### config.mk
export PLATFORM = sky130hd
export DESIGN_NAME = dna_sequence_symbol_counter_top
export DESIGN_NICKNAME = d
export VERILOG_FILES = /design/src/design/dsc_pkg.sv /design/src/design/dsc_input_reg.sv /design/src/design/dsc_count_core.sv /design/src/design/dna_sequence_symbol_counter_top.sv
export SDC_FILE = /design/constraint.sdc
export NUM_CORES = 1
export LEC_CHECK = 0
export BUFFER_PORTS_ARGS = -buffer_cell sky130_fd_sc_hd__buf_2
export CAP_MARGIN = 0
export CORE_ASPECT_RATIO = 0.5
export CORE_MARGIN = 2
export CORE_UTILIZATION = 27
export CTS_CLUSTER_DIAMETER = 150
export CTS_CLUSTER_SIZE = 16
export DETAILED_ROUTE_END_ITERATION = 6
export GPL_ROUTABILITY_DRIVEN = 0
export PLACE_DENSITY = 0.4
export SLEW_MARGIN = 15
export SYNTH_ARGS = -nofsm -noshare
export SYNTH_HDL_FRONTEND = slang
export SYNTH_SLANG_ARGS = --single-unit
### constraint.sdc
create_clock -name clk -period 3.5 [get_ports clk]
set_clock_uncertainty 0.05 [all_clocks]
set_input_delay 0.525 -clock clk [delete_from_list [all_inputs] [get_ports clk]]
set_output_delay 0.525 -clock clk [all_outputs]
set_load 0.1 [all_outputs]
### src/design/dsc_pkg.sv
// Shared types and constants for the nucleotide symbol counter.
`timescale 1ns / 1ps

package dsc_pkg;

    // Fixed field widths
    localparam int SYMBOL_W     = 8;
    localparam int MODE_W       = 2;
    localparam int OUT_COUNT_W  = 48;
    localparam int COUNT_W_DEF  = 48;

    // Format mode codes
    localparam logic [MODE_W-1:0] MODE_RAW   = 2'd0;
    localparam logic [MODE_W-1:0] MODE_FASTA = 2'd1;
    localparam logic [MODE_W-1:0] MODE_FASTQ = 2'd2;

    // Byte codes the parser reacts to
    localparam logic [SYMBOL_W-1:0] CHAR_GT = 8'h3E;  // '>'
    localparam logic [SYMBOL_W-1:0] CHAR_NL = 8'h0A;  // newline
    localparam logic [SYMBOL_W-1:0] CHAR_A  = 8'h41;
    localparam logic [SYMBOL_W-1:0] CHAR_C  = 8'h43;
    localparam logic [SYMBOL_W-1:0] CHAR_G  = 8'h47;
    localparam logic [SYMBOL_W-1:0] CHAR_T  = 8'h54;

    // One input item as held in the input register
    typedef struct packed {
        logic [SYMBOL_W-1:0] symbol;
        logic                end_of_file;
    } item_t;

    // True for the upper-case nucleotide letters
    function automatic logic is_base(input logic [SYMBOL_W-1:0] sym);
        is_base = (sym == CHAR_A) || (sym == CHAR_C) || (sym == CHAR_G) || (sym == CHAR_T);
    endfunction

endpackage

### src/design/dsc_input_reg.sv
// Input register stage: captures one byte item per cycle from the slave side while it is empty or being drained.
`timescale 1ns / 1ps

module dsc_input_reg
    import dsc_pkg::*;
(
    input  logic                clk,
    input  logic                rst_n,
    input  logic                in_valid,
    output logic                in_ready,
    input  item_t               in_item,
    output logic                item_valid,
    input  logic                item_take,
    output item_t               item
);

    logic  valid_reg;
    logic  valid_next;
    item_t item_reg;
    logic  accept;

    // Accept whenever the register is empty or drains this cycle
    assign in_ready = !valid_reg || item_take;
    assign accept   = in_valid && in_ready;

    always_comb
    begin
        valid_next = valid_reg;
        if (accept)
        begin
            valid_next = 1'b1;
        end
        else if (item_take)
        begin
            valid_next = 1'b0;
        end
    end

    // Hold control state
    always_ff @(posedge clk or negedge rst_n)
    begin
        if (!rst_n)
        begin
            valid_reg <= 1'b0;
        end
        else
        begin
            valid_reg <= valid_next;
        end
    end

    // Load payload on accept
    always_ff @(posedge clk)
    begin
        if (accept)
        begin
            item_reg <= in_item;
        end
    end

    assign item_valid = valid_reg;
    assign item       = item_reg;

endmodule

### src/design/dsc_count_core.sv
// Parser trackers, saturating counter and result register.
`timescale 1ns / 1ps

module dsc_count_core
    import dsc_pkg::*;
#(
    parameter int COUNT_WIDTH = COUNT_W_DEF
)
(
    input  logic                   clk,
    input  logic                   rst_n,
    input  logic                   cfg_we,
    input  logic [MODE_W-1:0]      cfg_wdata,
    input  logic                   item_valid,
    output logic                   item_take,
    input  item_t                  item,
    output logic                   out_valid,
    input  logic                   out_ready,
    output logic                   out_counted,
    output logic [OUT_COUNT_W-1:0] out_count,
    output logic                   out_done
);

    logic [MODE_W-1:0]      mode_reg;
    logic                   header_reg;
    logic                   header_next;
    logic [1:0]             line_reg;
    logic [1:0]             line_next;
    logic                   seq_reg;
    logic                   seq_next;
    logic [COUNT_WIDTH-1:0] total_reg;
    logic [COUNT_WIDTH-1:0] total_next;
    logic                   valid_reg;
    logic                   valid_next;
    logic                   counted_reg;
    logic                   done_reg;
    logic [OUT_COUNT_W-1:0] count_reg;
    logic [OUT_COUNT_W-1:0] count_view;
    logic                   is_nl;
    logic                   allow;
    logic                   counted;
    logic                   saturated;

    // Take the next item when the result register is free or drains now
    assign item_take = item_valid && (!valid_reg || out_ready);

    // Advance the trackers on this byte
    always_comb
    begin
        is_nl       = (item.symbol == CHAR_NL);
        header_next = header_reg;
        line_next   = line_reg;
        seq_next    = seq_reg;
        if (item.symbol == CHAR_GT)
        begin
            header_next = 1'b1;
        end
        else if (is_nl)
        begin
            header_next = 1'b0;
        end
        if (is_nl)
        begin
            seq_next  = (line_reg == 2'd0);
            line_next = line_reg + 2'd1;
        end
    end

    // Decide whether the byte counts in the current mode
    always_comb
    begin
        case (mode_reg)
            MODE_FASTA: allow = !header_next;
            MODE_FASTQ: allow = seq_next;
            default:    allow = 1'b1;
        endcase
        counted    = is_base(item.symbol) && allow;
        saturated  = (total_reg == {COUNT_WIDTH{1'b1}});
        total_next = total_reg;
        if (counted && !saturated)
        begin
            total_next = total_reg + COUNT_WIDTH'(1);
        end
    end

    // Show the low bits of the count on the result, zero-extended when the counter is narrower
    generate
        if (COUNT_WIDTH >= OUT_COUNT_W)
        begin : g_count_trunc
            assign count_view = total_next[OUT_COUNT_W-1:0];
        end
        else
        begin : g_count_ext
            assign count_view = {{(OUT_COUNT_W-COUNT_WIDTH){1'b0}}, total_next};
        end
    endgenerate

    always_comb
    begin
        valid_next = valid_reg;
        if (item_take)
        begin
            valid_next = 1'b1;
        end
        else if (out_ready)
        begin
            valid_next = 1'b0;
        end
    end

    // Hold mode, parser state, count and result valid; clear parser and count at end of file
    always_ff @(posedge clk or negedge rst_n)
    begin
        if (!rst_n)
        begin
            mode_reg   <= MODE_FASTA;
            header_reg <= 1'b1;
            line_reg   <= 2'd0;
            seq_reg    <= 1'b0;
            total_reg  <= '0;
            valid_reg  <= 1'b0;
        end
        else
        begin
            valid_reg <= valid_next;
            if (cfg_we)
            begin
                mode_reg <= cfg_wdata;
            end
            if (item_take)
            begin
                if (item.end_of_file)
                begin
                    header_reg <= 1'b1;
                    line_reg   <= 2'd0;
                    seq_reg    <= 1'b0;
                    total_reg  <= '0;
                end
                else
                begin
                    header_reg <= header_next;
                    line_reg   <= line_next;
                    seq_reg    <= seq_next;
                    total_reg  <= total_next;
                end
            end
        end
    end

    // Load result payload
    always_ff @(posedge clk)
    begin
        if (item_take)
        begin
            counted_reg <= counted;
            count_reg   <= count_view;
            done_reg    <= item.end_of_file;
        end
    end

    assign out_valid   = valid_reg;
    assign out_counted = counted_reg;
    assign out_count   = count_reg;
    assign out_done    = done_reg;

endmodule

### src/design/dna_sequence_symbol_counter_top.sv
// Top level of the nucleotide symbol counter for raw, FASTA and FASTQ bytes.
//
//  channel   direction  tdata               tuser     tlast
//  s_axis    in         symbol[7:0]         -         end_of_file
//  m_axis    out        running_count[47:0] counted   file_done
//  cfg       in         format_mode[1:0] on cfg_wdata, written when cfg_we is high
//
// One item per cycle sustained while m_axis_tready stays high; an accepted input passes
// the input register, then the result register behind the tracker logic, before its
// result shows.
// The input register keeps accepting while a result waits, so one stalled result
// plus one held item fill the block before s_axis_tready drops.
// Reset clears the trackers, the count and both valid flags; format_mode resets
// to FASTA. A result with tlast set returns trackers and count to reset.
`timescale 1ns / 1ps

module dna_sequence_symbol_counter_top
    import dsc_pkg::*;
#(
    parameter int COUNT_WIDTH = COUNT_W_DEF
)
(
    input  logic                   clk,
    input  logic                   rst_n,
    input  logic                   cfg_we,
    input  logic [MODE_W-1:0]      cfg_wdata,      // format_mode
    input  logic                   s_axis_tvalid,
    output logic                   s_axis_tready,
    input  logic [SYMBOL_W-1:0]    s_axis_tdata,   // symbol[7:0]
    input  logic                   s_axis_tlast,
    output logic                   m_axis_tvalid,
    input  logic                   m_axis_tready,
    output logic [OUT_COUNT_W-1:0] m_axis_tdata,   // running_count[47:0]
    output logic                   m_axis_tuser,   // counted
    output logic                   m_axis_tlast
);

    item_t in_item;
    item_t item;
    logic  item_valid;
    logic  item_take;

    assign in_item.symbol      = s_axis_tdata;
    assign in_item.end_of_file = s_axis_tlast;

    // Register the incoming byte
    dsc_input_reg u_input_reg (
        .clk        (clk),
        .rst_n      (rst_n),
        .in_valid   (s_axis_tvalid),
        .in_ready   (s_axis_tready),
        .in_item    (in_item),
        .item_valid (item_valid),
        .item_take  (item_take),
        .item       (item)
    );

    // Track format state and count
    dsc_count_core #(
        .COUNT_WIDTH (COUNT_WIDTH)
    ) u_count_core (
        .clk         (clk),
        .rst_n       (rst_n),
        .cfg_we      (cfg_we),
        .cfg_wdata   (cfg_wdata),
        .item_valid  (item_valid),
        .item_take   (item_take),
        .item        (item),
        .out_valid   (m_axis_tvalid),
        .out_ready   (m_axis_tready),
        .out_counted (m_axis_tuser),
        .out_count   (m_axis_tdata),
        .out_done    (m_axis_tlast)
    );

endmodule

### After elaboration in Yosys (flattened, before gate mapping)

Cells that the tools add are included.

* register bits: 115
* output and inout port bits: 52
* logic and storage cells: 55
* input port bits: 16

* reduce and logical (&&, ||, !) cells: 18
* add/subtract/negate cells: 2
* multiplexer cells: 14
* eq/ne operators: 9

Operators by type and width (count)
* $mux W48: 2
* $add A48 B1 Y48 const B: 1
* $eq A48 B48 Y1 const B: 1
* $eq A8 B7 Y1 const B: 4
* $mux W1: 9
* $eq A8 B4 Y1 const B: 1
* $eq A8 B6 Y1 const B: 1
* $reduce_bool A2 Y1: 3
* $logic_or A1 B1 Y1: 5
* $logic_and A1 B1 Y1: 4
* $logic_not A1 Y1: 4
* $mux W2: 2
* $add A2 B1 Y2 const B: 1
* $eq A2 B1 Y1 const B: 1
* $eq A2 B2 Y1 const B: 1
* $logic_not A2 Y1: 1
* $pmux W1 S2: 1
* $reduce_and A2 Y1: 1

### Depth between registers and ports, before layout

* word-level depth: 9
* mapped depth: 12
* gate-level depth less buffers: 9

### Hierarchy

From an unflattened synthesis, not the netlist that was laid out.

* cell total of the unflattened synthesis: 618
* area, all modules: 6324.8 µm²

By module, submodules not included
* dsc_count_core: area each 6000.8 µm², times used 1, cells each 605
* dsc_input_reg: area each 324.1 µm², times used 1, cells each 13

### Least setup slack after synthesis

No wires, ideal clock.

* path kind: register to register
* start: reg u_count_core.valid_reg, in the netlist u_count_core.out_valid
* end: reg u_count_core.line_reg[0]
* arrival time: 3.619 ns
* cell stages (with the launch flop): 7
* setup time: 0.125 ns
* clock period less this slack: 3.794 ns
* slack: -0.294 ns
* data required time: 3.325 ns
* path through: dfrtp_1 > nand2b_1 > nand2_1 > inv_1 > clkbuf_1 > o21ai_0 > mux2_2

* word-level cells in the longest chain between the ends: 4

RTL lines
* start: declaration: line dsc_count_core.sv:33 `logic valid_reg;`
* start signal: assignment: line dsc_count_core.sv:125 `valid_reg <= valid_next;`
* $logic_not A1 Y1: line dsc_count_core.sv:45 `assign item_take = item_valid && (!valid_reg || out_ready);`
* $logic_or A1 B1 Y1: line dsc_count_core.sv:45
* $logic_and A1 B1 Y1: line dsc_count_core.sv:45
* named net item_take: line dna_sequence_symbol_counter_top.sv:41 `logic item_take;`
* $reduce_and A2 Y1 (no source line)
* end signal: assignment: line dsc_count_core.sv:142 `line_reg <= line_next;`
* end: declaration: line dsc_count_core.sv:27 `logic [1:0] line_reg;`

The timed path passes the listed nets, and every way through them passes these cells.
A chain may end at the register's enable or synchronous reset.

### Worst setup path in the final report

* start: reg u_count_core.total_reg[1]
* end: reg u_count_core.total_reg[1]

* word-level cells in the longest chain between the ends: 5
* elaborated cells on any way between the ends: 6
* those cells by class: add/sub (1); eq/ne (1); mux (2); reduce/logical (2)

RTL lines
* start: declaration: line dsc_count_core.sv:31 `logic [COUNT_WIDTH-1:0] total_reg;`
* start signal: assignment: line dsc_count_core.sv:144 `total_reg <= total_next;`
* parallel branches: the longest is 3 deep, another holds $add A48 B1 Y48
* $mux W48 (*): line dsc_count_core.sv:80 `if (counted && !saturated)`
* $mux W48 (*): line dsc_count_core.sv:132 `if (item.end_of_file)`

Every way passes the cells marked *.

==> run summary <==
outcome = complete, no violations
die area = 25400 µm²
r2r startpoint = u_count_core.total_reg[1]$_DFFE_PN0P_
I/O pin total = 68
gr usage total = 15.7%
htree depth = 4
Post-synth top flop = edfxtp_1
Critical Path AT = 3.22 ns
delay-heaviest family, CP = simple AND/OR/NAND/NOR gates
top-area cell type share of the netlist area = 27.3%
DRT iter0 DRCs = 372
Synth-to-Final Area Change = 19.0%
Synthesis Warnings = 0
ys async rst share = 48.7%
share of cells above drive strength 1 = 20.2%
Ant. Diodes = 0
CTS tree = built
detailed placement HPWL = 12900 µm
die height = 114 µm
clk sinks = 115
clock root buffer = clkbuf_16
Fmax = 335 MHz
post-synthesis compound-gate area fraction = 13.3%
Post-Syn Instances = 641
Finish-stage setup viols = 0
Max Cap Viol = 0
Worst path max stage delay = 0.44 ns
DRT Wirelength = 19000 µm
CP Cell Sequence = ha_1 -> nand4_1 -> nor3_2 -> nand3_1 -> nor2_2 -> buf_12 -> nor2_1 -> o311ai_0
startpoint types = register
syn nets = 661
Starting Density = 27.3%
top cells by area, synth = edfxtp_1 (27%), dfrtp_1 (21%), nand2_1 (4.0%)
Seq pwr share = 41.1%
Reg2Reg Setup Slack = 0.52 ns
slowest library cell on the worst path = nor3_2
Cell variety after synth = 77
final antenna-violating net count = 0
# DRC = 0
R2R cell count = 8
critical path endpoint = u_count_core.total_reg[1]$_DFFE_PN0P_
Syn Area/Cell = 10.1 µm²
fin crit period = 2.98 ns
Max FO, Critical Path = 15
GRT overflow = 0
Port Buf Inserts = 67
reg2reg end = u_count_core.total_reg[1]$_DFFE_PN0P_
Lkg Pwr = 2.97 nW
count leader, synth = nand2_1
post-cts sizing count = 0
First-pass DRT Iterations = 7
min-delay worst type = in -> async
register area share after synthesis = 48.9%
Post-Synth XOR/XNOR Area = 6.34%
area of the multi-input gates = 2980 µm²
total CTS buffers = 17
Setup TNS = 0 ns
post-placement cell area = 7200 µm²
Worst-path clk slew = 0.05 ns
simple-gate share of the synthesized area = 25.2%
Buf/Inv on CP = 1
critical path required time = 3.74 ns
site row count = 40
drt via density = 5.13
initial antenna violation count = 0
Max rail drop VDD = 0.242 mV
CTS max path bufs = 2
FF+latch count, synth = 115
Synth top cells by count = nand2_1 (69), edfxtp_1 (59), dfrtp_1 (54), nor2_1 (47)
Post-synth EDFFs = 59
Die X = 223 µm
postcts setup bufs = 0
Final period util = 85.2%
pin count of the biggest net entering global routing = 44
Hold-fix buffers, CTS = 0
nets = 721
multiplexer area fraction after synthesis = 0.328%
Sw Share = 39.8%
PwrDens = 653 nW/µm²
register area = 3180 µm²
clk_lat worst skew = 0.42 ns
leading area contributor after synthesis = edfxtp_1
crit path launch = u_count_core.total_reg[1]$_DFFE_PN0P_
NetSw = 2.01 mW
via count = 5278
Avg WL per Cell = 18.5 µm
cell area after synthesis = 6490 µm²
combinational family with the most area after synthesis = simple AND/OR/NAND/NOR gates
unrepaired setup endpoints after global routing = false
Clk pwr share = 31.6%
core area = 23800 µm²
Finished Cell Area = 7720 µm²
CP Class = reg -> reg
global-route wire length before repair = 30200 µm
number of global-route vias before repair = 5116
Fillers = 2446
fin. max-slew vios = 0
combinational share of power = 27.3%
Int Pwr = 3.04 mW
Fin. Hold Viols = 0
Slew HR = 42.3%
element type at the critical path end = register
Worst-Margin Slew = 0.862 ns
Critical Path Stages = 8
adder-cell share of the synthesized area = 0.771%
worst min path at each step:
stage	startpoint	end	slack, ns	cells past startpoint
after floorplan	rst_n	u_count_core.line_reg[0]$_DFFE_PN0P_	0.18	0
final	rst_n	u_count_core.total_reg[33]$_DFFE_PN0P_	0.09	1
after CTS	rst_n	u_count_core.total_reg[33]$_DFFE_PN0P_	0.12	1
after global placement	u_input_reg.item_valid$_DFFE_PN0P_	u_count_core.out_valid$_DFFE_PN0P_	0.43	1
after detailed placement	u_input_reg.item_valid$_DFFE_PN0P_	u_count_core.out_valid$_DFFE_PN0P_	0.44	1
after global routing	rst_n	u_count_core.total_reg[33]$_DFFE_PN0P_	0.14	1
layer usage:
metal	track usage, %	up-vias	part of all wire [%]
li1	-	2536	-
met1	23.4	2618	53
met2	22.7	113	42
met3	3.61	11	4.3
met4	4.13	0	0.84
met5	0	-	0
cell type report:
class                      instances  share of cell area [%]
multi-input combinational        450                    38.6
tap                              315                    5.10
sequential                       115                    41.1
timing repair buffer              88                    7.03
clock buffer                      24                    5.98
clock inverter                     8                   0.810
inverter                          29                    1.41
metrics by stage:
stage | hold WS (ns) | instances | total power [mW] | utilization, % | setup slack [ns]
after floorplan | 0.179 | 641 | 3.19 | - | 0.632
after global placement | 0.433 | 997 | 3.47 | 30.2 | 0.507
after detailed placement | 0.444 | 997 | 3.48 | 30.2 | 0.525
after CTS | 0.116 | 1029 | 5.11 | 32.4 | 0.507
after global routing | 0.142 | 1029 | 5.30 | 32.4 | 0.268
final | 0.0912 | 1029 | 5.04 | 32.4 | 0.518
kinds of logic (layout without fill, tap and decap cells):
| logic type | after synthesis | count (layout) |
|---|---|---|
| multiplexers | 2 | 2 |
| XOR/XNOR | 47 | 47 |
| buffers and inverters | 76 | 149 |
| AND/OR/NAND/NOR | 292 | 292 |
| flip-flops | 115 | 115 |
| AO/OA/AOI/OAI | 105 | 105 |
| adder cells (fa/ha/maj) | 4 | 4 |
power groups by stage:
stage,Sequential [mW],Combinational [mW],Clock (mW)
CTS,2.07,1.39,1.64
detailed placement,2.09,1.39,0
global route,2.12,1.48,1.71
global placement,2.08,1.39,0
floorplan,2.60,0.585,0
finish,2.07,1.38,1.59
layout by cell type (no fill, tap or decap), types with 5 or more instances in the layout:
| cell | netlist | final |
|---|---|---|
| nand2_1 | 69 | 69 |
| buf_2 | 12 | 67 |
| edfxtp_1 | 59 | 59 |
| dfrtp_1 | 54 | 54 |
| nor2_1 | 47 | 47 |
| nor3_1 | 31 | 31 |
| nand3_1 | 31 | 31 |
| xnor2_1 | 28 | 28 |
| nand4_1 | 27 | 27 |
| inv_1 | 27 | 26 |
| xor2_1 | 19 | 19 |
| o21ai_0 | 17 | 17 |
| clkbuf_16 | 0 | 17 |
| buf_4 | 4 | 17 |
| and3_1 | 14 | 14 |
| a32oi_1 | 14 | 14 |
| nor4_1 | 13 | 13 |
| o311ai_0 | 13 | 13 |
| and4_1 | 11 | 11 |
| o211ai_1 | 9 | 9 |
| and2_1 | 7 | 7 |
| nor4_2 | 6 | 6 |
| or3_1 | 6 | 6 |
| a31o_2 | 6 | 6 |
| clkbuf_1 | 24 | 6 |
| nor2b_1 | 5 | 5 |
| a311o_1 | 5 | 5 |
| clkinv_2 | 0 | 5 |
(Power assumes the default switching activity.)
